$ cat config.mk
export PLATFORM = sky130hd
export DESIGN_NAME = cma_cosine
export DESIGN_NICKNAME = d
export VERILOG_FILES = /design/src/design/cma_pkg.sv /design/src/design/cma_cosine.sv
export SDC_FILE = /design/constraint.sdc
export NUM_CORES = 2
export LEC_CHECK = 0
export BUFFER_PORTS_ARGS = -buffer_cell sky130_fd_sc_hd__buf_2
export CORE_AREA = 2 2 335 337
export DETAILED_ROUTE_END_ITERATION = 6
export DIE_AREA = 0 0 337 339
export SLEW_MARGIN = 25
export SYNTH_ARGS = -nofsm -noshare
export SYNTH_HDL_FRONTEND = slang
export SYNTH_SLANG_ARGS = --single-unit
$ cat constraint.sdc
create_clock -name clk -period 11.7 [get_ports clk]
set_input_delay 2.34 -clock clk [delete_from_list [all_inputs] [get_ports clk]]
set_output_delay 2.34 -clock clk [all_outputs]
set_load 0.005 [all_outputs]
$ cat src/design/cma_pkg.sv
// Package for the cubic misorientation angle unit.
// Holds widths, stage payload types and the elaboration-time arc cosine table builder.
// Depends on nothing.
package cma_pkg;

    localparam int ACOS_TABLE_BITS_DEF = 10;
    localparam int MAG_W = 33;
    localparam int SUM_W = 34;
    localparam int PROD_W = SUM_W + 24;
    localparam logic [23:0] RSQRT2_Q24 = 24'd11863283;
    localparam logic [SUM_W-1:0] ONE_Q28 = SUM_W'(64'd1 << 28);
    localparam logic [14:0] COS_ONE = 15'd16384;
    localparam int FULL_ANGLE = 46080;
    localparam longint unsigned PI_Q30 = 64'd3373259426;

    typedef logic signed [15:0] q_t;
    typedef logic [MAG_W-1:0] mag_t;

    // Four magnitudes of the relative quaternion.
    typedef struct packed {
        mag_t m0;
        mag_t m1;
        mag_t m2;
        mag_t m3;
    } mag4_t;

    // Result of one item.
    typedef struct packed {
        logic [14:0] half_angle_cos;
        logic [15:0] angle_deg;
    } angle_res_t;

    // Cosine of a/512 degrees in Q1.30, twelve-term Taylor series with 64-bit wrap.
    // Term n is divided by (2n-1)(2n), written out as a constant for each term.
    function automatic longint cos_of_full(input longint unsigned a);
        longint unsigned x;
        longint unsigned x2;
        longint unsigned term;
        longint unsigned prod;
        longint sum;
        x = (a * PI_Q30 + 64'd46080) / 64'd92160;
        x2 = (x * x) >> 30;
        term = 64'd1 << 30;
        sum = longint'(term);
        for (int n = 1; n <= 12; n++)
        begin
            prod = (term * x2) >> 30;
            unique case (n)
                1:       term = prod / 64'd2;
                2:       term = prod / 64'd12;
                3:       term = prod / 64'd30;
                4:       term = prod / 64'd56;
                5:       term = prod / 64'd90;
                6:       term = prod / 64'd132;
                7:       term = prod / 64'd182;
                8:       term = prod / 64'd240;
                9:       term = prod / 64'd306;
                10:      term = prod / 64'd380;
                11:      term = prod / 64'd462;
                default: term = prod / 64'd552;
            endcase
            if (n % 2 == 1)
                sum = sum - longint'(term);
            else
                sum = sum + longint'(term);
        end
        return sum;
    endfunction

    // Table entry: the Q8.8 angle whose cosine lies nearest to i / 2^bits.
    function automatic logic [15:0] acos_entry(input int i, input int bits);
        longint target;
        longint lo;
        longint hi;
        longint mid;
        target = longint'(i) << (30 - bits);
        lo = 0;
        hi = FULL_ANGLE;
        while (lo < hi)
        begin
            mid = (lo + hi) >> 1;
            if (cos_of_full(mid) <= target)
                hi = mid;
            else
                lo = mid + 1;
        end
        if (lo > 0 && (cos_of_full(lo - 1) - target) < (target - cos_of_full(lo)))
            lo = lo - 1;
        return 16'(lo);
    endfunction

endpackage

$ cat src/design/cma_cosine.sv
// Three stages: sort of the magnitudes, symmetry variant sums with the root-two multiply,
// and the maximum with saturation and rounding to Q2.14. Depends on cma_pkg.
module cma_cosine (
    input  logic           clk,
    input  logic           rst_n,
    input  logic           in_valid,
    output logic           in_ready,
    input  cma_pkg::mag4_t in_mag,
    output logic           out_valid,
    input  logic           out_ready,
    output logic [14:0]    out_cos
);
    import cma_pkg::*;

    logic              v3_reg;
    logic              v4_reg;
    logic              v5_reg;
    logic              rdy3;
    logic              rdy4;
    logic              rdy5;
    mag4_t             srt_reg;
    mag4_t             srt_next;
    mag_t              top_reg;
    logic [PROD_W-1:0] scaled_reg;
    logic [SUM_W-1:0]  half_reg;
    logic [14:0]       cos_reg;
    logic [14:0]       cos_next;
    mag_t              p0;
    mag_t              p1;
    mag_t              p2;
    mag_t              p3;
    mag_t              q0;
    mag_t              q1;
    mag_t              q2;
    mag_t              q3;
    logic [SUM_W-1:0]  pair_sum;
    logic [SUM_W:0]    all_sum;
    logic [PROD_W-1:0] rounded;
    logic [SUM_W-1:0]  pair_var;
    logic [SUM_W-1:0]  best;
    logic [SUM_W-1:0]  best_rnd;

    assign rdy5 = !v5_reg || out_ready;
    assign rdy4 = !v4_reg || rdy5;
    assign rdy3 = !v3_reg || rdy4;
    assign in_ready = rdy3;

    // Stage three: five compare-exchange network, largest first.
    always_comb
    begin
        p0 = (in_mag.m0 >= in_mag.m1) ? in_mag.m0 : in_mag.m1;
        p1 = (in_mag.m0 >= in_mag.m1) ? in_mag.m1 : in_mag.m0;
        p2 = (in_mag.m2 >= in_mag.m3) ? in_mag.m2 : in_mag.m3;
        p3 = (in_mag.m2 >= in_mag.m3) ? in_mag.m3 : in_mag.m2;
        q0 = (p0 >= p2) ? p0 : p2;
        q2 = (p0 >= p2) ? p2 : p0;
        q1 = (p1 >= p3) ? p1 : p3;
        q3 = (p1 >= p3) ? p3 : p1;
        srt_next.m0 = q0;
        srt_next.m1 = (q1 >= q2) ? q1 : q2;
        srt_next.m2 = (q1 >= q2) ? q2 : q1;
        srt_next.m3 = q3;
    end

    always_ff @(posedge clk)
    begin
        if (rdy3 && in_valid)
            srt_reg <= srt_next;
    end

    // Stage four: pair sum times one over root two, and half of the full sum.
    always_comb
    begin
        pair_sum = SUM_W'(srt_reg.m0) + SUM_W'(srt_reg.m1);
        all_sum = (SUM_W+1)'(srt_reg.m0) + (SUM_W+1)'(srt_reg.m1)
                  + (SUM_W+1)'(srt_reg.m2) + (SUM_W+1)'(srt_reg.m3);
    end

    always_ff @(posedge clk)
    begin
        if (rdy4 && v3_reg)
        begin
            top_reg <= srt_reg.m0;
            scaled_reg <= PROD_W'(pair_sum) * PROD_W'(RSQRT2_Q24);
            half_reg <= all_sum[SUM_W:1];
        end
    end

    // Stage five: round the scaled pair, take the maximum, saturate and round to Q2.14.
    always_comb
    begin
        rounded = scaled_reg + PROD_W'(64'd1 << 23);
        pair_var = rounded[PROD_W-1:24];
        best = SUM_W'(top_reg);
        if (pair_var > best)
            best = pair_var;
        if (half_reg > best)
            best = half_reg;
        best_rnd = best + SUM_W'(8192);
        if (best >= ONE_Q28)
            cos_next = COS_ONE;
        else
            cos_next = best_rnd[28:14];
    end

    always_ff @(posedge clk)
    begin
        if (rdy5 && v4_reg)
            cos_reg <= cos_next;
    end

    always_ff @(posedge clk or negedge rst_n)
    begin
        if (!rst_n)
        begin
            v3_reg <= 1'b0;
            v4_reg <= 1'b0;
            v5_reg <= 1'b0;
        end
        else
        begin
            if (rdy3)
                v3_reg <= in_valid;
            if (rdy4)
                v4_reg <= v3_reg;
            if (rdy5)
                v5_reg <= v4_reg;
        end
    end

    assign out_valid = v5_reg;
    assign out_cos = cos_reg;

endmodule

## Yosys cells after proc, flatten, opt, wreduce, memory -nomap -nowiden

Index checks and enable logic that the tools add are counted.

- Bits in registers: 275
- Logic and storage cells: 47
- Output and inout bits: 17

- Order comparisons: 8
- Reductions and logical operators: 9
- Muxes and demuxes: 12
- Multipliers: 1
- Add/sub/neg operators: 6

Operators with widths:

| kind | count |
|---|---|
| 33-bit two-way mux | 10 |
| 33-bit greater-or-equal comparator | 5 |
| 33-bit by 33-bit adder with 34-bit output | 2 |
| 34-bit two-way mux | 2 |
| 58-bit by 24-bit adder with 58-bit output, second input constant | 1 |
| 34-bit by 24-bit multiplier with 58-bit output, second input constant | 1 |
| 34-bit by 33-bit adder with 35-bit output | 1 |
| 35-bit by 33-bit adder with 35-bit output | 1 |
| 34-bit by 29-bit greater-or-equal comparator with 1-bit output, second input constant | 1 |
| 34-bit by 33-bit greater-than comparator with 1-bit output | 1 |
| 34-bit greater-than comparator | 1 |
| 29-bit by 14-bit adder with 29-bit output, second input constant | 1 |
| 1-bit logical AND | 3 |
| 1-bit zero test | 3 |
| 1-bit logical OR | 3 |

## Longest topological paths before layout

- Word-level depth: 6
- Depth in mapped cells: 42

## Worst setup path before layout

Ideal clock, no wire load.

- Kind: in2reg
- Start: in in_mag[88] in the netlist's numbering
- End: reg srt_reg[77] in the netlist's numbering, data pin
- Slack: 1466 ps
- Required time: 11420 ps
- Setup time: 280 ps
- Path buffers: 8
- Stages: 38
- Arrival: 9954 ps
- Cells stage by stage: inv_1 ha_1 a21o_1 a21o_1 a211oi_2 a31oi_4 nor3_1 clkbuf_1 buf_1 mux2i_1 inv_1 ha_1 a21o_1 a21o_1 a21o_1 a21o_1 a21o_1 a21oi_1 (+2 left out) buf_2 a21oi_1 buf_6 clkbuf_1 o21ai_0 ha_1 nand4_1 nor4_1 nand2_1 o41ai_1 clkbuf_1 nand3_1 clkbuf_1 clkbuf_1 nor2_1 a211oi_1 a221oi_1 o221ai_1

RTL lines:

| what | line | source |
|---|---|---|
| start: declaration | cma_cosine.sv:8 | `input cma_pkg::mag4_t in_mag,` |
| end signal: assignment | cma_cosine.sv:68 | `srt_reg <= srt_next;` |
| end: declaration | cma_cosine.sv:21 | `mag4_t srt_reg;` |

## Final worst setup path

- Start: reg srt_reg[66] in the netlist's numbering
- End: reg scaled_reg[56], data pin

- Word-level cells in the longest chain between the ends: 2

RTL lines:

| what | line | source |
|---|---|---|
| 33-bit by 33-bit adder with 34-bit output | cma_cosine.sv:74 | `pair_sum = SUM_W'(srt_reg.m0) + SUM_W'(srt_reg.m1);` |
| 34-bit by 24-bit multiplier with 58-bit output | cma_cosine.sv:84 | `scaled_reg <= PROD_W'(pair_sum) * PROD_W'(RSQRT2_Q24);` |
| end signal: assignment | cma_cosine.sv:84 |  |
| end: declaration | cma_cosine.sv:24 | `logic [PROD_W-1:0] scaled_reg;` |

Every way passes these cells.
A chain may end at the register's enable or synchronous reset.

==> flow_summary.ini <==
[outcome]
outcome = complete, no violations

[cts]
cts_setup_buffers = 0
hold_buffers = 0
cts_tree = built
clk_pin_slew_ns = 0.06
clock_path_buffers = 3
cts-root-buf = clkbuf_16
insertion_delay_ns = 0.60
clock_sinks = 252
numCtsBuffers = 30
htreeDepth = 1
cts-resized-gates = 0

[global_route]
antenna_found_initial = 0
grt.overflow.total = 0
grt_max_degree = 77
grt_pass1_wl_mm = 176.2
track_usage_pct = 19.51
grt_pass1_vias = 31320

[route]
via_per_inst = 5.292
drtIter0Drc = 2137
wirelength_mm = 112.5
num_vias = 31080
ant_nets = 0
drc_errors = 0
drt_pass1_iterations = 6
post_drt_wl_per_cell_um = 19.16

[sta]
max-slew-margin-rel_pct = 32.97
hold_violations = 0
rsz0062_at_grt = false
finalClockSkew_ns = 0.04302
finalCriticalPeriod_ns = 10.73
finalSetupTns_ns = 0
timing.final.crit_share_pct = 91.69
worst_pin_slew_ns = 0.9963
max_freq_mhz = 93.21
slew_violations = 0
setup_viol = 0

[final_layout]
area_growth_pct = 11.84
largest_register_ffs = 132
final_nets = 5466
nFillCells = 10990
num_antenna_cells = 0
final_common_cell = inv_1
final_cell_mix = inv_1 (669), ha_1 (605), fa_1 (363)
drive_gt1_share_pct = 10.76

[flow_run]
drv_cap = 0

[yosys]
syn_nets = 5256
async_flop_share_pct = 1.190
synth_area_um2 = 38570
ys_ff_latch = 252
synth_warnings = 0
synth_top_area_cell = ha_1
synth_flop_cell = edfxtp_1
syn_inst = 4152
synthTopCellsByArea = ha_1 (20%), edfxtp_1 (19%), fa_1 (19%)
yosysTopAreaCellShare_pct = 19.63
synth_cell_types = 88
synth_area_per_cell_um2 = 9.289
seq_area_frac_synth_pct = 19.58
synth_edf_count = 249

[worst_setup_path]
critPathSlowestCell = a2111oi_0
cp_max_fo = 6
crit_top_cell = fa_1
crit_type = flip-flop to flip-flop
cp.required_ns = 12.04
cpPeakStageDelay_ns = 0.68
end_kind = flip-flop
cp-start-kind = flip-flop
cp_data_arrival_time_ns = 11.07

[placement]
io_buffers = 152
dpl.hpwl_mm = 93.50
gp_congestion = 0.9288

[floorplan]
design.core.area_um2 = 110400
ios = 153
die_area_um2 = 114200
fp.dieH_um = 339
rows = 122
start_util_pct = 34.95
die_width_um = 337

[hold_path]
min_path_type = flip-flop to flip-flop
## stage by stage
step           area [um2]  setup slack [ns]  instances  hold slack (ns)  utilization [%]
3_5_place_dp        42130            0.5023       5818           0.4762            38.17
3_3_place_gp        42120            0.7255       5818           0.4537            38.16
4_1_cts             43130            0.8174       5873           0.4913            39.08
5_1_grt             43140            0.3290       5873           0.5072            39.09
6_report            43140            0.9718       5873           0.4878            39.09
2_1_floorplan       38570             1.466       4152           0.4455                -
## cells by family after synthesis
kind of cell / Yosys count / share of synthesized area, %
AOI/OAI and AO/OA: 977 / 16.94
adders and majority gates: 968 / 38.47
and+or+nand+nor: 906 / 11.09
buffers and inverters: 812 / 8.113
DFF: 252 / 19.58
xor gates and xnor gates: 137 / 3.111
muxes: 100 / 2.702
## path summary, 6_finish.rpt
path	start	endpoint	slack (ns)	depth (start not counted)
max	srt_reg[66]	scaled_reg[56]	0.97	34
min	srt_reg[99]	top_reg[0]	0.49	0
max reg2reg	srt_reg[66]	scaled_reg[56]	0.97	34
min reg2reg	srt_reg[99]	top_reg[0]	0.49	0
max in group asynchronous	rst_n	out_valid	10.07	1
min in group asynchronous	rst_n	v4_reg	1.53	1
## worst max-delay path, delay by kind of cell (launching register included)
kind / cells / cell delay, ns
compound gates: 13 / 3.70
xor+xnor: 2 / 0.35
fa+ha+maj: 10 / 4.23
buf+inv: 3 / 0.47
flops: 1 / 0.41
simple gates: 6 / 1.33
## cell usage after synthesis, drive strengths merged (64+ instances only)
master and instances:
inv 670, ha 605, fa 363, a21oi 336, nor2 318, edfxtp 249
nand2 192, o21ai 133, a21o 120, nor3 103, xnor2 95, clkbuf 93
nand3 77, a211oi 76, mux2i 67, a221oi 64
## routing by layer
layer,GRT usage (%),wire [um],up-vias
met3,1.756,6658,180
met4,5.757,3442,0
li1,-,-,15040
met1,27.33,51690,14830
met2,31.86,50750,1039
met5,0,0,-
## layout make-up
cell class | instances | area (um2) | area share, %
well taps | 1488 | 1862 | 4.316
inverters | 670 | 2515 | 5.830
clock inverters | 24 | 249.0 | 0.5772
repair buffers | 320 | 2235 | 5.180
multi-input cells | 3088 | 27970 | 64.84
clock buffers | 31 | 754.5 | 1.749
flip-flops and latches | 252 | 7552 | 17.51
Power is not shown: default switching activity piles up to over one toggle a cycle in this logic, so the estimate is an artifact.
